**src/hdl/region_transfer_byte_counter_core_assert.svh**
```systemverilog
// assertion macros for the region transfer byte counter
`ifndef REGION_TRANSFER_BYTE_COUNTER_CORE_ASSERT_SVH
`define REGION_TRANSFER_BYTE_COUNTER_CORE_ASSERT_SVH

`ifndef NO_ASSERTIONS

// property that must hold in the same cycle
`define RTBC_ASSERT(lbl, prop) \
  lbl: assert property (@(posedge clk_i) disable iff (!rst_ni) (prop)) \
    else $error("rtbc assertion failed");

// condition that must hold in the cycle after a trigger
`define RTBC_ASSERT_NEXT(lbl, ante, cons) \
  lbl: assert property (@(posedge clk_i) disable iff (!rst_ni) (ante) |=> (cons)) \
    else $error("rtbc assertion failed");

`else

`define RTBC_ASSERT(lbl, prop)
`define RTBC_ASSERT_NEXT(lbl, ante, cons)

`endif

`endif

```
**src/hdl/rtbc_pkg.sv**
```systemverilog
// types and codes shared by the region transfer byte counter
package rtbc_pkg;

  // operation codes
  localparam logic [1:0] FN_CLEAR = 2'd0;
  localparam logic [1:0] FN_ADD   = 2'd1;
  localparam logic [1:0] FN_LOG   = 2'd2;
  localparam logic [1:0] FN_READ  = 2'd3;

  // result status codes
  localparam logic [1:0] ST_OK      = 2'd0;
  localparam logic [1:0] ST_FULL    = 2'd1;
  localparam logic [1:0] ST_NOMATCH = 2'd2;
  localparam logic [1:0] ST_NOINDEX = 2'd3;

  // width of a scaled region start
  localparam int unsigned ProdBits = 45;

  typedef struct packed {
    logic [1:0]  func;
    logic [7:0]  region_number;
    logic [31:0] region_start_sector;
    logic [39:0] byte_address;
    logic [12:0] block_size;
    logic [23:0] byte_count;
    logic        is_write;
    logic [3:0]  entry_index;
  } rtbc_in_t;

  typedef struct packed {
    logic [1:0]  status;
    logic [3:0]  slot;
    logic [7:0]  out_region_number;
    logic [31:0] out_start_sector;
    logic [47:0] written_total;
    logic [47:0] read_total;
    logic [4:0]  entries_in_use;
  } rtbc_out_t;

endpackage

```
**src/hdl/rtbc_scale_match.sv**
```systemverilog
// shared scale-and-compare unit: start sector times block size against byte address
module rtbc_scale_match
  import rtbc_pkg::*;
(
  input  logic        clk_i,
  input  logic        load_i,
  input  logic [31:0] start_sector_i,
  input  logic [12:0] block_size_i,
  input  logic [39:0] byte_address_i,
  output logic        match_o
);

  logic [ProdBits-1:0] prod_q;
  logic [ProdBits-1:0] prod_d;

  // product is registered before the compare
  assign prod_d = ProdBits'(start_sector_i) * ProdBits'(block_size_i);

  always_ff @(posedge clk_i) begin
    if (load_i) begin
      prod_q <= prod_d;
    end
  end

  // region start lies at or below the address
  assign match_o = (prod_q <= ProdBits'(byte_address_i));

endmodule

```
**src/hdl/region_transfer_byte_counter_core.sv**
```systemverilog
// region transfer byte counter: region table, scan sequencer and result register
//
// Input channel in_valid_i / in_stall_o carries one request beat (rtbc_in_t);
// output channel out_valid_o / out_stall_i carries one result beat (rtbc_out_t).
// Every request gives exactly one result, in order.
// Clear and add: the result is formed on the request beat, then S_DONE hands it
// to the output register. Read entry: S_RDOUT, for the registered table read, comes before S_DONE.
// Log transfer: the table is walked from the newest region back, each slot
// taking S_MUL (multiply), then S_CMP (compare) through the one scale-and-compare
// unit; a match adds S_UPD to update the counter before S_DONE hands over the
// result; when no region matches, the walk goes straight to S_DONE.
// The next request is taken once the result is loaded into the output
// register, so a result waiting on the receiver does not block one request.
// If the receiver stalls, the result beat holds and the block holds the
// following result and stalls its input until the output register frees.
// Reset empties the table (entry count to zero) and clears the output valid;
// table contents need no clearing since only slots below the count are read.
// Counters saturate at 2^COUNTER_BITS - 1.
module region_transfer_byte_counter_core
  import rtbc_pkg::*;
#(
  parameter int unsigned MAX_REGIONS  = 16,
  parameter int unsigned COUNTER_BITS = 48
) (
  input  logic      clk_i,
  input  logic      rst_ni,
  input  logic      in_valid_i,
  output logic      in_stall_o,
  input  rtbc_in_t  in_data_i,
  output logic      out_valid_o,
  input  logic      out_stall_i,
  output rtbc_out_t out_data_o
);

`include "region_transfer_byte_counter_core_assert.svh"

  localparam int unsigned IW  = (MAX_REGIONS > 1) ? $clog2(MAX_REGIONS) : 1;
  localparam int unsigned UCW = $clog2(MAX_REGIONS + 1);

  typedef struct packed {
    logic [7:0]              label;
    logic [31:0]             start;
    logic [COUNTER_BITS-1:0] wctr;
    logic [COUNTER_BITS-1:0] rctr;
  } entry_t;

  typedef enum logic [2:0] {
    S_IDLE,
    S_MUL,
    S_CMP,
    S_UPD,
    S_RDOUT,
    S_DONE
  } state_e;

  state_e          state_q, state_d;
  logic [UCW-1:0]  used_q, used_d;
  logic [IW-1:0]   idx_q, idx_d;
  logic [39:0]     addr_q, addr_d;
  logic [12:0]     bsize_q, bsize_d;
  logic [23:0]     cnt_q, cnt_d;
  logic            wr_q, wr_d;
  rtbc_out_t       res_q, res_d;
  rtbc_out_t       out_q, out_d;
  logic            out_valid_q, out_valid_d;

  entry_t          mem [MAX_REGIONS];
  entry_t          rd_data_q;
  logic            mem_we;
  logic [IW-1:0]   mem_waddr;
  entry_t          mem_wdata;
  entry_t          upd_entry;

  logic            mul_load;
  logic            match;

  // saturating counter add
  function automatic logic [COUNTER_BITS-1:0] sat_add(
    input logic [COUNTER_BITS-1:0] ctr,
    input logic [23:0]             cnt
  );
    logic [COUNTER_BITS:0] sum;
    sum = {1'b0, ctr} + (COUNTER_BITS + 1)'(cnt);
    if (sum[COUNTER_BITS]) begin
      return '1;
    end
    return sum[COUNTER_BITS-1:0];
  endfunction

  // result beat describing one slot
  function automatic rtbc_out_t slot_result(
    input entry_t         e,
    input logic [IW-1:0]  s,
    input logic [UCW-1:0] n
  );
    rtbc_out_t r;
    r                   = '0;
    r.status            = ST_OK;
    r.slot              = 4'(s);
    r.out_region_number = e.label;
    r.out_start_sector  = e.start;
    r.written_total     = 48'(e.wctr);
    r.read_total        = 48'(e.rctr);
    r.entries_in_use    = 5'(n);
    return r;
  endfunction

  // shared scale-and-compare unit
  rtbc_scale_match u_match (
    .clk_i          (clk_i),
    .load_i         (mul_load),
    .start_sector_i (rd_data_q.start),
    .block_size_i   (bsize_q),
    .byte_address_i (addr_q),
    .match_o        (match)
  );

  // counter update of the matched slot
  always_comb begin
    upd_entry = rd_data_q;
    if (wr_q) begin
      upd_entry.wctr = sat_add(rd_data_q.wctr, cnt_q);
    end else begin
      upd_entry.rctr = sat_add(rd_data_q.rctr, cnt_q);
    end
  end

  // sequencer next state
  always_comb begin
    state_d     = state_q;
    used_d      = used_q;
    idx_d       = idx_q;
    addr_d      = addr_q;
    bsize_d     = bsize_q;
    cnt_d       = cnt_q;
    wr_d        = wr_q;
    res_d       = res_q;
    out_d       = out_q;
    out_valid_d = out_valid_q && out_stall_i;
    mem_we      = 1'b0;
    mem_waddr   = idx_q;
    mem_wdata   = '0;
    mul_load    = 1'b0;

    case (state_q)
      S_IDLE: begin
        if (in_valid_i) begin
          addr_d               = in_data_i.byte_address;
          bsize_d              = in_data_i.block_size;
          cnt_d                = in_data_i.byte_count;
          wr_d                 = in_data_i.is_write;
          res_d                = '0;
          res_d.entries_in_use = 5'(used_q);
          state_d              = S_DONE;
          case (in_data_i.func)
            FN_CLEAR: begin
              used_d               = '0;
              res_d.entries_in_use = '0;
            end
            FN_ADD: begin
              if (used_q == UCW'(MAX_REGIONS)) begin
                res_d.status = ST_FULL;
              end else begin
                mem_we          = 1'b1;
                mem_waddr       = IW'(used_q);
                mem_wdata.label = in_data_i.region_number;
                mem_wdata.start = in_data_i.region_start_sector;
                used_d          = used_q + 1'b1;
                res_d           = slot_result(mem_wdata, IW'(used_q), used_d);
              end
            end
            FN_LOG: begin
              if (used_q == '0) begin
                res_d.status = ST_NOMATCH;
              end else begin
                idx_d   = IW'(used_q - 1'b1);
                state_d = S_MUL;
              end
            end
            default: begin
              if (9'(in_data_i.entry_index) < 9'(used_q)) begin
                idx_d   = IW'(in_data_i.entry_index);
                state_d = S_RDOUT;
              end else begin
                res_d.status = ST_NOINDEX;
              end
            end
          endcase
        end
      end

      // scale the start sector of the current slot
      S_MUL: begin
        mul_load = 1'b1;
        state_d  = S_CMP;
      end

      // compare, then step back to the next older slot or end with no match at the oldest
      S_CMP: begin
        if (match) begin
          state_d = S_UPD;
        end else if (idx_q == '0) begin
          res_d.status = ST_NOMATCH;
          state_d      = S_DONE;
        end else begin
          idx_d   = idx_q - 1'b1;
          state_d = S_MUL;
        end
      end

      // write back the updated counter
      S_UPD: begin
        mem_we    = 1'b1;
        mem_waddr = idx_q;
        mem_wdata = upd_entry;
        res_d     = slot_result(upd_entry, idx_q, used_q);
        state_d   = S_DONE;
      end

      S_RDOUT: begin
        res_d   = slot_result(rd_data_q, idx_q, used_q);
        state_d = S_DONE;
      end

      // hand the result to the output register
      S_DONE: begin
        if (!out_valid_q || !out_stall_i) begin
          out_d       = res_q;
          out_valid_d = 1'b1;
          state_d     = S_IDLE;
        end
      end

      default: begin
        state_d = S_IDLE;
      end
    endcase
  end

  // sequencer state and registered outputs
  always_ff @(posedge clk_i or negedge rst_ni) begin
    if (!rst_ni) begin
      state_q     <= S_IDLE;
      used_q      <= '0;
      out_valid_q <= 1'b0;
    end else begin
      state_q     <= state_d;
      used_q      <= used_d;
      out_valid_q <= out_valid_d;
    end
  end

  // payload registers
  always_ff @(posedge clk_i) begin
    idx_q   <= idx_d;
    addr_q  <= addr_d;
    bsize_q <= bsize_d;
    cnt_q   <= cnt_d;
    wr_q    <= wr_d;
    res_q   <= res_d;
    out_q   <= out_d;
  end

  // region table, one write and one registered read per cycle
  always_ff @(posedge clk_i) begin
    if (mem_we) begin
      mem[mem_waddr] <= mem_wdata;
    end
    rd_data_q <= mem[idx_d];
  end

  assign in_stall_o  = (state_q != S_IDLE);
  assign out_valid_o = out_valid_q;
  assign out_data_o  = out_q;

  `RTBC_ASSERT(a_used_bound, used_q <= UCW'(MAX_REGIONS))
  `RTBC_ASSERT(a_upd_in_use, (state_q != S_UPD) || (UCW'(idx_q) < used_q))
  `RTBC_ASSERT(a_out_from_done, !$rose(out_valid_q) || ($past(state_q) == S_DONE))
  `RTBC_ASSERT_NEXT(a_clear_empties,
    in_valid_i && !in_stall_o && (in_data_i.func == FN_CLEAR), used_q == '0)

endmodule

```
**config.mk**
```make
export PLATFORM = sky130hd
export DESIGN_NAME = region_transfer_byte_counter_core
export DESIGN_NICKNAME = d
export VERILOG_FILES = /design/src/hdl/rtbc_pkg.sv /design/src/hdl/rtbc_scale_match.sv /design/src/hdl/region_transfer_byte_counter_core.sv
export VERILOG_INCLUDE_DIRS = /design/src /design/src/hdl
export SDC_FILE = /design/constraint.sdc
export NUM_CORES = 2
export LEC_CHECK = 0
export BUFFER_PORTS_ARGS = -buffer_cell sky130_fd_sc_hd__buf_4
export CORE_MARGIN = 2
export CORE_UTILIZATION = 60
export DETAILED_ROUTE_END_ITERATION = 8
export HOLD_SLACK_MARGIN = 0.08
export PLACE_DENSITY = 0.76
export SLEW_MARGIN = 20
export SYNTH_ARGS = -nofsm -noshare
export SYNTH_HDL_FRONTEND = slang
export SYNTH_SLANG_ARGS = --single-unit
export TNS_END_PERCENT = 50
```
**constraint.sdc**
```tcl
create_clock -name clk_i -period 14 [get_ports clk_i]
set_input_delay 2.1 -clock clk_i [delete_from_list [all_inputs] [get_ports clk_i]]
set_output_delay 2.1 -clock clk_i [all_outputs]
set_load 0.05 [all_outputs]
```
# [Word level (Yosys, flattened, before mapping)]
# Memories as Yosys holds them, arrays and structs flattened. A register that Yosys moved wholly into a read port is not among the register bits.
# Cells that the tools add are included.
[word_totals] word_cells=122 output_inout_bits=149 memories=1 ff_bits=430 ram_bits=2176
[op_classes] n_addsub=5 eq_ne=13 order_cmp=2 reduce_logical=20 n_mul=1 muxes=57
[memory_table] memory="mem" words=16 width=136 read_ports=1 rd_ports_with_merged_regs=1 wr=1 line="region_transfer_byte_counter_core.sv:67" rtl="entry_t mem [MAX_REGIONS];"
[ops] op="145-bit case mux with 3 select lines" count=1
[ops] op="48-bit two-way mux" count=6
[ops] op="147-bit two-way mux" count=1
[ops] op="145-bit two-way mux" count=1
[ops] op="140-bit two-way mux" count=1
[ops] op="40-bit two-way mux" count=3
[ops] op="48-bit by 24-bit adder with 49-bit output" count=2
[ops] op="96-bit two-way mux" count=1
[ops] op="40-bit case mux with 2 select lines" count=1
[ops] op="45-bit by 40-bit <= comparator with 1-bit output" count=1
[ops] op="32-bit by 13-bit multiplier with 45-bit output" count=1
[ops] op="4-bit two-way mux" count=9
[ops] op="5-bit case mux with 2 select lines" count=2
[ops] op="4-bit case mux with 2 select lines" count=2
[ops] op="3-bit two-way mux" count=5
[ops] op="3-bit case mux with 5 select lines" count=1
[ops] op="1-bit two-way mux" count=14
[ops] op="2-bit case mux with 3 select lines" count=2
[ops] op="2-bit inequality test (second input constant)" count=5
[ops] op="3-bit nonzero test" count=3
[ops] op="2-bit two-way mux" count=4
[ops] op="2-bit AND reduction" count=4
[ops] op="4-bit AND reduction" count=2
[ops] op="4-bit by 1-bit subtractor with 4-bit output (second input constant)" count=2
[ops] op="20 further kinds" count=24

# [Longest topological paths before layout]
[depth] ltp_word=7 ltp_mapped=24 ltp_nobuf=23

# [Hierarchy]
# From an unflattened synthesis, not the netlist that was laid out.
[hier_totals] hier_cells=9887 area_unflattened_um2=121511.5
[modules_own_cells] mod="region_transfer_byte_counter_core" cells_each=8175 area_each_um2=106119.3 instances=1
[modules_own_cells] mod="rtbc_scale_match" cells_each=1712 area_each_um2=15392.3 instances=1

# [Worst setup path after synthesis]
# OpenSTA, ideal clock, no wires.
[synth_path] path_type="input -> register" startpoint="in in_valid_i" endpoint="mem mem[4][0] (netlist bit) (enable)" arrival_time_ns=10.753 setup_slack_ns=2.613 stages=9 path_cell_list="nor2_1 > nor3_1 > nand2_1 > clkinv_1 > nand2b_1 > nor2_1 > nor3b_1 > a31oi_1 > nor2_1"
[synth_between] elab_chain_cells=4 elab_cells_between_ends=6 classes_between="mux (6)"
[synth_rtl] element="from (decl)" line="region_transfer_byte_counter_core.sv:27" rtl="input logic in_valid_i,"
[synth_rtl] element="1-bit two-way mux" line="region_transfer_byte_counter_core.sv:147" rtl="if (in_valid_i) begin"
[synth_rtl] element="1-bit case mux with 2 select lines" line="region_transfer_byte_counter_core.sv:145" rtl="case (state_q)"
[synth_rtl] element="1-bit two-way mux" line="region_transfer_byte_counter_core.sv:266" rtl="if (mem_we) begin"
[synth_rtl] element="1-bit two-way mux (implied by the code)" line="region_transfer_byte_counter_core.sv:267" rtl="mem[mem_waddr] <= mem_wdata;"
[synth_rtl] element="to (decl)" line="region_transfer_byte_counter_core.sv:67"
# Parallel ways exist; a longest one is shown, timed or not.

# [Worst setup path in the final report]
[layout_path] startpoint="reg bsize_q[1]" endpoint="reg u_match.prod_q[38], data pin"
[layout_between] elab_chain_cells=1
[layout_rtl] element="from (decl)" line="region_transfer_byte_counter_core.sv:60" rtl="logic [12:0] bsize_q, bsize_d;"
[layout_rtl] element="from (signal assigned)" line="region_transfer_byte_counter_core.sv:257" rtl="bsize_q <= bsize_d;"
[layout_rtl] element="32-bit by 13-bit multiplier with 45-bit output" line="rtbc_scale_match.sv:17" rtl="assign prod_d = ProdBits'(start_sector_i) * ProdBits'(block_size_i);"
[layout_rtl] element="net u_match.prod_d[38]" line="rtbc_scale_match.sv:14" rtl="logic [ProdBits-1:0] prod_d;"
[layout_rtl] element="to (signal assigned)" line="rtbc_scale_match.sv:21" rtl="prod_q <= prod_d;"
[layout_rtl] element="to (decl)" line="rtbc_scale_match.sv:13" rtl="logic [ProdBits-1:0] prod_q;"
# The timed path passes the listed nets, and every way through them passes these cells.
# A chain may end at the register's enable or synchronous reset.

==> out/qor.json <==
{
  "synth_top_family_by_area": "simple AND/OR/NAND/NOR gates",
  "postSynth.asyncResetShare_pct": 0.328,
  "routed_wirelength_um": 345000,
  "cp_max_fo": 32,
  "grt_start_max_net_pins": 212,
  "cp.required_ns": 14.66,
  "setup.worst_path.class": "reg2reg",
  "tritoncts.num_buffers": 287,
  "cts-hold-fix-buffers": 0,
  "grt_pass1_wl_um": 503000,
  "dp.final_hpwl_um": 191000,
  "grt_overflow": 0,
  "yosys_warnings": 0,
  "clock_latency_ns": 0.95,
  "timing.critical_path.arrival_ns": 8.25,
  "clk_pin_slew_worst_setup_hold_paths_ns": 0.06,
  "design.die.area_um2": 207000,
  "timing.hold.worst_path_depth": 0,
  "syn-cell-area_um2": 122000,
  "slew_violations": 0,
  "synthDominantAreaCellType": "edfxtp_1",
  "critPathLaunchType": "register",
  "number_of_synthesized_flops_with_an_enable_pin": 2593,
  "num_io_pins": 277,
  "synth.most_common_cell": "edfxtp_1",
  "worst_reg2reg_path_startpoint": "bsize_q[1]",
  "synth_compound_gate_area_share_pct": 8.02,
  "ratio_of_final_minimum_period_to_clock_period_pct": 54.2,
  "timing.hold.worst_endpoint": "out_data_o[26]",
  "post_synth_simple_gate_area_pct": 13.9,
  "via_count_of_the_first_global_routing_pass": 80000,
  "htree_num_levels": 5,
  "drive_above_1_share_pct": 9.84,
  "max-cap-violations": 0,
  "cts_setup_buffers": 0,
  "hold_start": "res_q[26]",
  "yosys.cell_types.count": 86,
  "status": "complete, no violations",
  "post_drt_via_cell_ratio": 6.34,
  "final.setup_skew_ns": 0.0729,
  "critical_path_end_type": "register",
  "drcViolationCount": 0,
  "synth_nets": 10500,
  "grt_antenna_before_repair": 8,
  "area_growth_pct": 11.4,
  "detailedRoute.firstPassIterationCount": 6,
  "initial_drc_count": 10700,
  "ys_seq_area_share_pct": 66.4,
  "postSynthRegisterBits": 2742,
  "synthXorXnorAreaFrac_pct": 0.741,
  "reg2regPathDepth": 21,
  "wire_length_per_cell_after_detailed_routing_um": 26.6,
  "final_nets": 10700,
  "buffer_ports.inserted": 276,
  "synthFlopType": "edfxtp_1",
  "design.core.area_um2": 202000,
  "synth.avg_cell_area_um2": 12.3,
  "worst_hold_path_type": "reg2reg",
  "synth_top_cell_area_share_pct": 63.9,
  "initial_utilization_pct": 60.3,
  "synth_cells": 9895,
  "cts_tree": "built",
  "report.final.hold_viol_count": 0,
  "timing.max_slew.rel_slack_pct": 24.3,
  "rsz0062_at_grt": "false",
  "die_h_um": 455,
  "regToRegSetupSlack_ns": 6.41,
  "period_minus_ws_final_ns": 7.59,
  "fp-row-count": 165,
  "setup_total_negative_slack_ns": 0,
  "clock_sink_count": 2742,
  "rr_endpoint": "u_match.prod_q[38]",
  "synth_mux_area_share_pct": 0.0432,
  "final-setup-viol-count": 0,
  "synth_common_cells": "edfxtp_1 (2593), nand2_1 (2135), nor2_1 (954)",
  "horizontal_die_dimension_um": 455,
  "cts_repair_resize_count": 0,
  "fin_worst_hold_slack_ns": 0.400,
  "fmax_mhz": 132,
  "clk_buf_depth": 4,
  "clock_tree_root_driver_cell": "clkbuf_16",
  "route.vias.total": 82100,
  "synth-adder-area-share_pct": 7.37,
  "routabilityCongestion": 0.929,
  "post_synth_main_area_contributors": "edfxtp_1 (64%), nand2_1 (6.6%), fa_1 (5.5%)",
  "grt_usage_pct": 33.0,
  "antenna_violating_nets_post_route": 0,
  "worst_pin_slew_ns": 1.13
}
==> cell usage in the layout, fill, tap and decap left out, types with 21 or more instances in the layout <==
cell type     n
nor4_1       73
and2_1      193
a31oi_1      32
nor2_4       21
clkbuf_1     52
nand3_1     454
clkinv_2     50
buf_4       407
xor2_1       44
edfxtp_1   2593
a22o_1      172
nand2_1    2130
nand4_1      27
clkbuf_16   291
nor3_1       47
o22ai_1     275
clkinv_1     46
nand2b_1     21
xnor2_1      59
fa_1        332
inv_1       479
o21ai_0     155
and3_1       26
dfxtp_1     140
nor2b_1      21
ha_1        186
a21oi_1     488
bufinv_16    21
a21o_1       93
a2111oi_2    69
nor2_1      929
==> kinds of logic after synthesis <==
logic type,count (synthesis)
flops,2742
simple gates,4029
mux,5
buf+inv,1039
fa+ha+maj,518
xor+xnor,103
compound gates,1459
==> metrics by stage <==
stage / std cells / instance area [um^2] / setup WS [ns] / utilization [%]
2_1_floorplan: 9895 / 122000 / 2.61 / -
4_1_cts: 12900 / 136000 / 6.48 / 67.1
6_report: 13000 / 136000 / 6.41 / 67.2
3_3_place_gp: 12400 / 126000 / 5.92 / 62.6
5_1_grt: 12900 / 136000 / 6.18 / 67.2
3_5_place_dp: 12400 / 127000 / 5.63 / 62.7
==> critical path, cell delays in order, from the launching register on <==
cell,delay (ns)
edfxtp_1,0.79
and2_1,0.33
fa_1,0.53
inv_1,0.05
fa_1,0.47
inv_1,0.05
fa_1,0.50
fa_1,0.56
inv_1,0.06
fa_1,0.47
inv_1,0.04
ha_1,0.34
a2111o_1,0.40
o2111ai_1,0.55
a21oi_1,0.26
o41ai_1,0.69
o21ai_0,0.34
a21o_1,0.25
a21o_1,0.20
a21o_1,0.18
a21oi_1,0.17
xnor2_1,0.09
==> registers in the layout, indices dropped and copies added (netlist names) <==
register and count:
addr_q 40, bsize_q 13, cnt_q 24, idx_q 4, mem 2176, out_data_o 147
out_valid_o 1, rd_data_q 136, res_q 147, state_q 3, u_match.prod_q 45, used_q 5
wr_q 1
==> layout make-up <==
cell class / count / area [um^2]
flip-flops and latches: 2742 / 80900
fillers: 13600 / 66200
multi-input cells: 6114 / 37100
clock buffers: 358 / 7680
repair buffers: 429 / 3470
well taps: 2672 / 3340
inverters: 485 / 1850
clock inverters: 144 / 1310
diodes: 8 / 20.0
==> routing by layer <==
layer  vias up  wire, um  GRT usage, %
met5         -        41             0
met4         6     24500          20.1
met3      1153     38200          5.83
met2      5394    162000          53.4
met1     40300    120000          41.8
li1      35200         -             -
==> how the worst max path moves through the flow <==
stage	depth (start not counted)	slack (ns)	from	to
after global routing	21	6.18	bsize_q[1]	u_match.prod_q[38]
final	21	6.41	bsize_q[1]	u_match.prod_q[38]
after CTS	21	6.48	bsize_q[1]	u_match.prod_q[38]
after global placement	16	5.92	in_valid_i	rd_data_q[45]
after floorplan	9	2.61	in_valid_i	mem[4][0]
after detailed placement	16	5.63	in_valid_i	rd_data_q[43]
Power is not shown: default switching activity piles up to over one toggle a cycle in this logic, so the estimate is an artifact.
